<file path="src/design/grey_homotopic_thinning_pass_core_macros.svh">
// Assertion helpers shared by the thinning core.
`ifndef GREY_HOMOTOPIC_THINNING_PASS_CORE_MACROS_SVH
`define GREY_HOMOTOPIC_THINNING_PASS_CORE_MACROS_SVH

// Same-cycle implication, off during reset.
`define GHTP_ASSERT_HOLDS(label, clk, rst, ante, cons, msg) \
  label: assert property (@(posedge clk) disable iff (rst) (ante) |-> (cons)) \
    else $error(msg);

// Next-cycle implication, off during reset.
`define GHTP_ASSERT_NEXT(label, clk, rst, ante, cons, msg) \
  label: assert property (@(posedge clk) disable iff (rst) (ante) |=> (cons)) \
    else $error(msg);

`endif

</file>
<file path="src/design/ghtp_pkg.sv">
package ghtp_pkg;

  // Configuration port
  localparam int CFG_INDEX_BITS = 2;
  localparam int CFG_DATA_BITS = 13;

  typedef enum logic [CFG_INDEX_BITS-1:0] {
    CFG_LINE_WIDTH  = 2'd0,
    CFG_LINE_COUNT  = 2'd1,
    CFG_ORIENTATION = 2'd2
  } cfg_index_t;

  localparam int LINE_WIDTH_BITS = 11;
  localparam int LINE_COUNT_BITS = 13;
  localparam int ORIENT_BITS = 3;
  localparam int FIELD_PIXEL_BITS = 16;

  localparam int LINE_WIDTH_RESET = 1024;
  localparam int LINE_COUNT_RESET = 4096;
  localparam int LINE_WIDTH_MIN = 3;
  localparam int LINE_COUNT_MIN = 3;
  localparam int LINE_WIDTH_RAW_MAX = 2 ** LINE_WIDTH_BITS - 1;
  localparam int LINE_COUNT_RAW_MAX = 2 ** LINE_COUNT_BITS - 1;

  // 3x3 cells, row-major, centre is cell 4
  localparam int CELLS = 9;
  localparam int CENTRE_CELL = 4;

  typedef logic [CELLS-1:0] cell_mask_t;

  localparam cell_mask_t LOW_SET [0:7] = '{
    9'h007, 9'h124, 9'h1C0, 9'h049, 9'h022, 9'h0A0, 9'h088, 9'h00A
  };
  localparam cell_mask_t HIGH_SET [0:7] = '{
    9'h1D0, 9'h059, 9'h017, 9'h134, 9'h0D8, 9'h01B, 9'h036, 9'h1B0
  };

  typedef struct packed {
    logic                   thin_en;
    logic [ORIENT_BITS-1:0] orientation;
  } thin_ctl_t;

endpackage

</file>
<file path="src/design/ghtp_thin.sv">
module ghtp_thin #(
  parameter int PIXEL_BITS = 16
) (
  input  logic [ghtp_pkg::CELLS-1:0][PIXEL_BITS-1:0] taps,
  input  ghtp_pkg::thin_ctl_t                        ctl,
  output logic [PIXEL_BITS-1:0]                      result,
  output logic                                       lowered
);

  logic [PIXEL_BITS-1:0]   dil;
  logic [PIXEL_BITS-1:0]   ero;
  logic [PIXEL_BITS-1:0]   centre;
  ghtp_pkg::cell_mask_t    lo_mask;
  ghtp_pkg::cell_mask_t    hi_mask;

  assign lo_mask = ghtp_pkg::LOW_SET[ctl.orientation];
  assign hi_mask = ghtp_pkg::HIGH_SET[ctl.orientation];
  assign centre  = taps[ghtp_pkg::CENTRE_CELL];

  always_comb begin
    dil = '0;
    ero = '1;
    for (int c = 0; c < ghtp_pkg::CELLS; c++) begin
      if (lo_mask[c] && (taps[c] > dil)) begin
        dil = taps[c];
      end
      if (hi_mask[c] && (taps[c] < ero)) begin
        ero = taps[c];
      end
    end
  end

  assign lowered = ctl.thin_en && (dil < centre) && (ero == centre);
  assign result  = lowered ? dil : centre;

endmodule

</file>
<file path="config.mk">
export PLATFORM = sky130hd
export DESIGN_NAME = ghtp_thin
export DESIGN_NICKNAME = d
export VERILOG_FILES = /design/src/design/grey_homotopic_thinning_pass_core_macros.svh /design/src/design/ghtp_pkg.sv /design/src/design/ghtp_thin.sv
export SDC_FILE = /design/constraint.sdc
export NUM_CORES = 1
export LEC_CHECK = 0
export ABC_CLOCK_PERIOD_IN_PS = 43600
export BUFFER_PORTS_ARGS = -buffer_cell sky130_fd_sc_hd__buf_4
export CORE_ASPECT_RATIO = 1.1
export CORE_UTILIZATION = 30
export DETAILED_ROUTE_END_ITERATION = 12
export GPL_TIMING_DRIVEN = 1
export SYNTH_ARGS = -nofsm -noshare
export SYNTH_HDL_FRONTEND = slang
export SYNTH_SLANG_ARGS = --single-unit
</file>
<file path="constraint.sdc">
create_clock -name vclk -period 43.6
set_input_delay 8.72 -clock vclk [all_inputs]
set_output_delay 8.72 -clock vclk [all_outputs]
set_load 0.01 [all_outputs]
</file>
Yosys cells after proc, flatten, opt, wreduce, memory -nomap -nowiden
Memories as Yosys holds them, arrays and structs flattened.
Cells that the tools add are included.
W data, S select, Z words.
- word-level logic and storage cells: 67
- bits in registers: 0
- memories: 2
- memory bits (read-only): 144
- bits of input ports: 148
- memories (name ; words ; width ; rd ports ; clocked after Yosys merged registers in ; write ports ; line ; RTL):
    (no name shown) ; 8 ; 9 ; 1 ; 0 ; 0 ; ghtp_thin.sv:17 ; assign hi_mask = ghtp_pkg::HIGH_SET[ctl.orientation];
    (no name shown) ; 8 ; 9 ; 1 ; 0 ; 0 ; ghtp_thin.sv:16 ; assign lo_mask = ghtp_pkg::LOW_SET[ctl.orientation];
- equality and inequality tests: 1
- order comparisons: 20
- bitwise gates (word level): 1
- reductions and logical operators: 20
- mux-type cells: 23
- operator list (kind ; count):
    $mux W16 ; 19
    $lt A16 B16 Y1 ; 9
    $gt A16 B16 Y1 ; 8
    $mux W9 ; 4
    $logic_and A1 B1 Y1 ; 20
    $eq A16 B16 Y1 ; 1
    $gt A16 B1 Y1 const B ; 1
    $lt A16 B16 Y1 const B ; 1
    $ge A4 B4 Y1 const B ; 1
    $not A3 Y4 ; 1

Logic depth before layout (Yosys ltp)
Gate-level depths: netlist of the first run.
- depth in word-level cells: 34
- depth in mapped cells: 116
- gate-level depth less buffers: 105

Least setup slack after synthesis of the first run
Ideal clock, no wire load.
- kind: input to output
- from: input ctl[1] (netlist bit)
- to: output result[10]
- slack: 7239 ps
- arrival time: 27641 ps
- required time: 34880 ps
- cell stages on the path: 113
- cell sequence: inv_1 > ha_1 > nor2_1 > inv_1 > a41oi_1 > clkbuf_1 > nand2_1 > ha_1 > nand4_2 > or3_1 > o22a_1 > a21oi_2 > buf_4 > clkbuf_1 > nand2_1 > o21ai_0 > inv_1 > ha_1 > (+77 left out) > a21o_1 > a21oi_1 > or4_1 > inv_1 > clkbuf_1 > clkbuf_1 > nand2_1 > o21ai_1 > ha_1 > a21o_1 > a21o_1 > a21oi_1 > o2111ai_1 > a211oi_1 > o2111ai_1 > a21oi_4 > buf_6 > mux2_4
- cells in the longest elaborated chain, start to end: 34
- elaborated cells between the ends (all ways): 64
- classes of those cells: order compare (17); eq/ne (1); mux (23); bitwise (1); reduce/logical (20); memory (2)
- RTL lines (item ; line ; RTL):
    start, declared ; ghtp_thin.sv:5 ; input ghtp_pkg::thin_ctl_t ctl,
    $not A3 Y4 (not written as such) (*) ; ghtp_thin.sv:16, ghtp_thin.sv:17 ;
    $mem_v2 Z8 W9 ; - ;
    $mux W9 (not written as such) (2 in a row) ; ghtp_thin.sv:16 ;
    $logic_and A1 B1 Y1 ; ghtp_thin.sv:24 ; if (lo_mask[c] && (taps[c] > dil)) begin
    $mux W16 ; ghtp_thin.sv:24 ;
    $gt A16 B16 Y1 ; ghtp_thin.sv:24 ;
    $logic_and A1 B1 Y1 ; ghtp_thin.sv:24 ;
    $mux W16 ; ghtp_thin.sv:24 ;
    (+18 left out) ; - ;
    $gt A16 B16 Y1 ; ghtp_thin.sv:24 ;
    $logic_and A1 B1 Y1 ; ghtp_thin.sv:24 ;
    $mux W16 ; ghtp_thin.sv:24 ;
    $lt A16 B16 Y1 ; ghtp_thin.sv:33 ; assign lowered = ctl.thin_en && (dil < centre) && (ero == centre);
    $logic_and A1 B1 Y1 ; ghtp_thin.sv:33 ;
    $logic_and A1 B1 Y1 (*) ; ghtp_thin.sv:33 ;
    net lowered ; ghtp_thin.sv:7 ; output logic lowered
    $mux W16 (*) ; ghtp_thin.sv:34 ; assign result = lowered ? dil : centre;
    end, declared ; ghtp_thin.sv:6 ; output logic [PIXEL_BITS-1:0] result,
The timed path passes the listed nets; every way through them passes the cells marked *. The select of a mux whose other input is x is not followed.

Worst setup path in the final report of the first run
- from: input ctl[1] (netlist bit)
- to: output result[3]
- cells in the longest elaborated chain, start to end: 34
- elaborated cells between the ends (all ways): 64
- classes of those cells: order compare (17); eq/ne (1); mux (23); bitwise (1); reduce/logical (20); memory (2)
- RTL lines (item ; line):
    $not A3 Y4 (not written as such) (*) ; ghtp_thin.sv:16, ghtp_thin.sv:17
    $mem_v2 Z8 W9 ; -
    $mux W9 (not written as such) (2 in a row) ; ghtp_thin.sv:16
    $logic_and A1 B1 Y1 ; ghtp_thin.sv:24
    $mux W16 ; ghtp_thin.sv:24
    $gt A16 B16 Y1 ; ghtp_thin.sv:24
    $logic_and A1 B1 Y1 ; ghtp_thin.sv:24
    $mux W16 ; ghtp_thin.sv:24
    (+16 left out) ; -
    $logic_and A1 B1 Y1 ; ghtp_thin.sv:24
    $mux W16 ; ghtp_thin.sv:24
    $gt A16 B16 Y1 ; ghtp_thin.sv:24
    $logic_and A1 B1 Y1 ; ghtp_thin.sv:24
    $mux W16 ; ghtp_thin.sv:24
    $lt A16 B16 Y1 ; ghtp_thin.sv:33
    $logic_and A1 B1 Y1 (2 in a row) ; ghtp_thin.sv:33
    $mux W16 (*) ; ghtp_thin.sv:34
Every way passes the cells marked *; elsewhere a longest branch is shown, timed or not. The select of a mux whose other input is x is not followed.

==> results of run 1 <==
==> synth_stat cells, types with 3 or more instances <==
library cell | instances | area share
o31ai_1 | 4 | 0.0030
clkbuf_1 | 26 | 0.0097
o21ai_1 | 12 | 0.0060
and3_1 | 4 | 0.0025
nor2_1 | 102 | 0.038
mux2_2 | 67 | 0.075
and4_1 | 6 | 0.0052
a31o_2 | 3 | 0.0026
o21a_1 | 23 | 0.017
nor3_1 | 17 | 0.0084
nand2b_1 | 17 | 0.011
a221oi_1 | 3 | 0.0026
o21ai_0 | 87 | 0.043
o211a_1 | 3 | 0.0030
xor2_1 | 12 | 0.010
nor2b_1 | 16 | 0.0099
o2111ai_1 | 7 | 0.0061
nand3_1 | 24 | 0.012
a21o_1 | 68 | 0.051
a21oi_1 | 107 | 0.053
nand2_1 | 117 | 0.044
nand4_1 | 39 | 0.024
a2111oi_0 | 9 | 0.0078
o211ai_1 | 9 | 0.0067
mux2i_1 | 52 | 0.052
o221ai_1 | 3 | 0.0026
or3_1 | 4 | 0.0025
buf_2 | 3 | 0.0015
nor4_1 | 10 | 0.0062
and2_1 | 8 | 0.0050
a211o_1 | 4 | 0.0035
a211oi_1 | 13 | 0.0097
xnor2_1 | 17 | 0.015
buf_1 | 3 | 0.0011
ha_1 | 241 | 0.30
o22ai_1 | 7 | 0.0043
a31oi_1 | 8 | 0.0050
mux2_4 | 10 | 0.015
inv_1 | 178 | 0.066
==> worst max-delay path: cells and delay by family <==
| kind | cells | cell delay (ns) |
|---|---|---|
| mux | 5 | 1.88 |
| simple gates | 27 | 4.23 |
| buf+inv | 13 | 2.06 |
| fa+ha+maj | 9 | 2.63 |
| compound gates | 51 | 11.09 |
==> how the worst min path moves through the flow <==
stage,endpoint
floorplan,result[10]
global placement,result[13]
detailed placement,result[14]
CTS,result[14]
global route,result[13]
finish,result[13]
==> power by group through the flow <==
stage	Sequential, mW	Combinational (mW)	Clock, mW
5_1_grt	0	0.379	0
4_1_cts	0	0.335	0
6_report	0	0.336	0
2_1_floorplan	0	0.238	0
3_5_place_dp	0	0.333	0
3_3_place_gp	0	0.327	0
==> cell families (layout without fill, tap and decap cells) <==
group	after synthesis	count (layout)	synth area share
compound gates	410	410	0.2703
mux	129	129	0.1412
xor+xnor	30	30	0.02789
simple gates	376	376	0.1785
buf+inv	214	350	0.08220
fa+ha+maj	242	242	0.2999
==> final cells by class <==
| class | instances | area share |
|---|---|---|
| tap | 432 | 0.04589 |
| multi-input combinational | 1187 | 0.7877 |
| timing repair buffer | 172 | 0.1096 |
| inverter | 178 | 0.05673 |
==> routing by layer <==
metal / global-route usage / wire length [um]
met5: 0 / 0
met4: 0.06513 / 1302
met3: 0.02034 / 1713
met1: 0.2620 / 16480
met2: 0.3826 / 17720
==> results.yml, run 1 <==
global_routing:
  grt_max_degree: 31
  grt_pass1_vias: 10670
  grt_pass1_wl_mm: 57.74
  grt_antenna_before_repair: 0
  overflow: 0
  track_usage: 0.2124
synth:
  synth-seq-area-share: 0
  postSynthCellCount: 1401
  synth_area_um2: 10090
  syn-num-nets: 1790
  syn_avg_cell_area_um2: 7.204
  synth_warnings: 0
  ys_types: 82
power:
  p_int_mw: 0.1414
  p_leak_nw: 6.041
  p_seq_frac: 0
  power_frac_clock: 0
  p_per_area_nw_per_um2: 28.51
  ir_drop_mv: 0.01123
  switching_share: 0.5789
  combPwrFrac: 1.000
  power.total_mw: 0.3358
  p_sw_mw: 0.1944
placement:
  routabilityCongestion: 0.9528
  preCtsSetupSlack_ns: 4.343
  place_area_um2: 11780
  portBuffers: 165
  hpwl_mm: 33.34
  dp.cells: 1969
setup_path:
  crit_arrival_ns: 30.67
  endpoint_kind: "primary output"
  cp-startpoint: "ctl[1]"
  crit_top_cell: "a21oi_1"
  critPathMaxFanout: 29
  critical_path_class: "primary input to primary output"
  max_stage_delay_ns: 0.85
  crit_end: "result[3]"
  cp.required_ns: 34.88
  crit_path_start_kind: "primary input"
  slowest_stage: "a21oi_2"
detailed_routing:
  wirelength_mm: 37.22
  drt_iter0_markers: 646
  drc: 0
  wl_per_cell_um: 18.90
  ant_nets: 0
  vias: 10630
  drt_first_pass_iters: 6
  via_per_inst: 5.400
timing:
  final.setup.tns_ns: 0
  hold_viol: 0
  finalSetupViolCount: 0
  slew_viol_final: 0
  tightest_slew_ns: 1.059
  fmax_mhz: 25.39
  whs_ns: 17.83
  slew_headroom: 0.2754
  rsz0062_at_grt: "false"
  period_share: 0.9035
  layout_min_cycle_time_ns: 39.39
  worst_slack_ns: 4.208
cells_and_area:
  antenna_cells: 0
  fin_area_um2: 11780
  final_util: 0.3548
  final_cell_mix: "ha_1 (241), inv_1 (178), buf_4 (172), nand2_1 (117), a21oi_1 (106)"
  design.seq.count: 0
  n_fill_cell: 3586
  drive_above_1_share: 0.1809
  nets: 1928
  nClkBuffers: 0
  final_common_cell: "ha_1"
  multi_input_area_um2: 9278
  final_cells: 1969
  regArea_um2: 0
  syn_to_final_growth_pct: 16.70
floorplan:
  num_rows: 70
  ios: 165
  start_util: 0.3040
  die_y_um: 194.4
  placeableCoreArea_um2: 33190
  die_area_um2: 34380
  die_width_um: 176.9
cts:
  ctsResizeCount: 0
  holdBufCountCts: 0
  cts_setup_buffers: 0
worst_hold_path:
  holdCritPathClass: "primary input to primary output"
  min_from: "taps[77]"
  holdPathStages: 3
flow_run:
  max_cap_viol_count: 0
outcome:
  status: "finished, final reports clean"
Note: power is estimated with default switching activity, not from simulation.
==> inputs of run 2 (changes only) <==
Settings changed: ABC_AREA from default to 1, ABC_CLOCK_PERIOD_IN_PS 43600 to 43900.
Clock period 43.6 ns to 43.9 ns, I/O delays scaled along.
==> results.yml, run 2 <==
cts:
  cts_setup_buffers: 0
  ctsResizeCount: 0
  holdBufCountCts: 0
detailed_routing:
  via_per_inst: 5.445
  drt_first_pass_iters: 6
  wl_per_cell_um: 17.48
  drc: 0
  wirelength_mm: 36.52
  ant_nets: 0
  drt_iter0_markers: 1057
  vias: 11380
setup_path:
  crit_top_cell: "nand2_1"
  slowest_stage: "a2111oi_0"
  critical_path_class: "primary input to primary output"
  cp.required_ns: 35.12
  crit_path_start_kind: "primary input"
  crit_arrival_ns: 27.48
  max_stage_delay_ns: 0.77
  endpoint_kind: "primary output"
  critPathMaxFanout: 31
synth:
  synth_top_family_by_area: "simple AND/OR/NAND/NOR gates"
  ys_types: 43
  synthXorXnorAreaFrac: 0
  synth-simple-area-share: 0.3779
  yosys-top-cells-count: "nand2_1 (575), ha_1 (241), o21ai_0 (224)"
  synth_area_um2: 9141
  synthAdderAreaFrac: 0.3299
  postSynthCellCount: 1601
  synth_top_area_share: 0.3299
  synth-seq-area-share: 0
  synth_area_leaders: "ha_1 (33%), nand2_1 (24%), o21ai_0 (12%)"
  syn_avg_cell_area_um2: 5.710
  synthMuxAreaShare: 0
  synth_warnings: 0
  synth_top_area_cell: "ha_1"
  post-synth-top-count-cell: "nand2_1"
  syn-num-nets: 1990
  synth-compound-area-share: 0.2175
floorplan:
  num_rows: 66
  die_width_um: 168.4
  die_y_um: 185.1
  die_area_um2: 31170
  ios: 165
  start_util: 0.3075
  placeableCoreArea_um2: 29730
placement:
  dp.cells: 2090
  hpwl_mm: 32.20
  routabilityCongestion: 1.027
  portBuffers: 165
flow_run:
  max_cap_viol_count: 0
cells_and_area:
  final_cell_mix: "nand2_1 (575), ha_1 (241), o21ai_0 (224), buf_4 (167), inv_1 (117)"
  design.seq.count: 0
  final_common_cell: "nand2_1"
  drive_above_1_share: 0.1177
  regArea_um2: 0
  final_cells: 2090
  syn_to_final_growth_pct: 16.42
  nets: 2107
  antenna_cells: 0
  nClkBuffers: 0
timing:
  layout_min_cycle_time_ns: 36.26
  slew_headroom: 0.3422
  tightest_slew_ns: 0.9619
  slew_viol_final: 0
  hold_viol: 0
  finalSetupViolCount: 0
  period_share: 0.8260
  fmax_mhz: 27.58
  rsz0062_at_grt: "false"
  final.setup.tns_ns: 0
power:
  ir_drop_mv: 0.008763
  p_per_area_nw_per_um2: 32.01
  p_leak_nw: 5.841
worst_hold_path:
  min_from: "taps[64]"
  holdPathStages: 4
  holdCritPathClass: "primary input to primary output"
  hold_end: "result[0]"
global_routing:
  grt_use_met3: 0.01688
  grt_pass1_vias: 10560
  grt_pass1_wl_mm: 56.38
  use_met2: 0.4058
  grt_max_degree: 33
  gr-usage-met1: 0.2861
  overflow: 0
  track_usage: 0.2299
  top_usage_layer: "met2"
  grt_antenna_before_repair: 0
outcome:
  status: "finished, final reports clean"
[run 2: cell types whose count changed after synthesis, sizes merged, moves of 52 or more]
cell | previous run | this run
nand3 | 24 | 79
nand2 | 118 | 594
mux2i | 52 | 0
mux2 | 77 | 0
a21o | 68 | 0
inv | 178 | 121
o21ai | 101 | 229
[run 2: worst max-delay path, delay by kind of cell]
| family | cells | cell delay, ns |
|---|---|---|
| buffers and inverters | 12 | 1.67 |
| AOI/OAI and AO/OA | 28 | 7.48 |
| adders and majority gates | 9 | 2.98 |
| and+or+nand+nor | 34 | 6.50 |
[run 2: worst max-delay path by stage]
stage / depth (start not counted) / endpoint / from / slack [ns]
6_report: 83 / result[15] / ctl[1] / 7.64
5_1_grt: 82 / result[14] / ctl[1] / 5.74
4_1_cts: 83 / result[14] / ctl[1] / 7.85
3_5_place_dp: 83 / result[14] / ctl[1] / 7.90
3_3_place_gp: 83 / result[14] / ctl[1] / 8.24
2_1_floorplan: 87 / result[10] / ctl[1] / 12.09
[run 2: area by class of cell]
type	count	area, um2
fill	3325	19090
multi-input combinational	1427	8463
timing repair buffer	167	1254
tap	374	467.9
inverter	122	457.9
[run 2: per-layer routing]
layer  part of all wire  vias to the layer above
li1                   -                     5739
met1               0.42                     5091
met2               0.46                      457
met3              0.065                       94
met4              0.047                        0
met5                  0                        -
[run 2: kinds of logic after synthesis]
group,count (synthesis)
AND/OR/NAND/NOR,820
adder cells (fa/ha/maj),241
buffers and inverters,174
AO/OA/AOI/OAI,366
[run 2: metrics by stage]
step / utilization / instance area, um2 / setup WS [ns] / hold slack [ns] / total power [mW]
final: 0.3580 / 10640 / 7.637 / 17.89 / 0.3406
after global routing: 0.3580 / 10640 / 5.741 / 17.92 / 0.3878
after CTS: 0.3580 / 10640 / 7.848 / 17.89 / 0.3361
after detailed placement: 0.3580 / 10640 / 7.898 / 17.89 / 0.3347
after global placement: 0.3580 / 10640 / 8.238 / 17.90 / 0.3283
after floorplan: - / 9141 / 12.09 / 17.68 / 0.2356
[run 2: report_power, final]
| part | leakage (nW) | internal, mW | switching (mW) | total, mW |
|---|---|---|---|---|
| registers | 0 | 0 | 0 | 0 |
| clock network | 0 | 0 | 0 | 0 |
| logic | 5.84 | 0.117 | 0.223 | 0.341 |
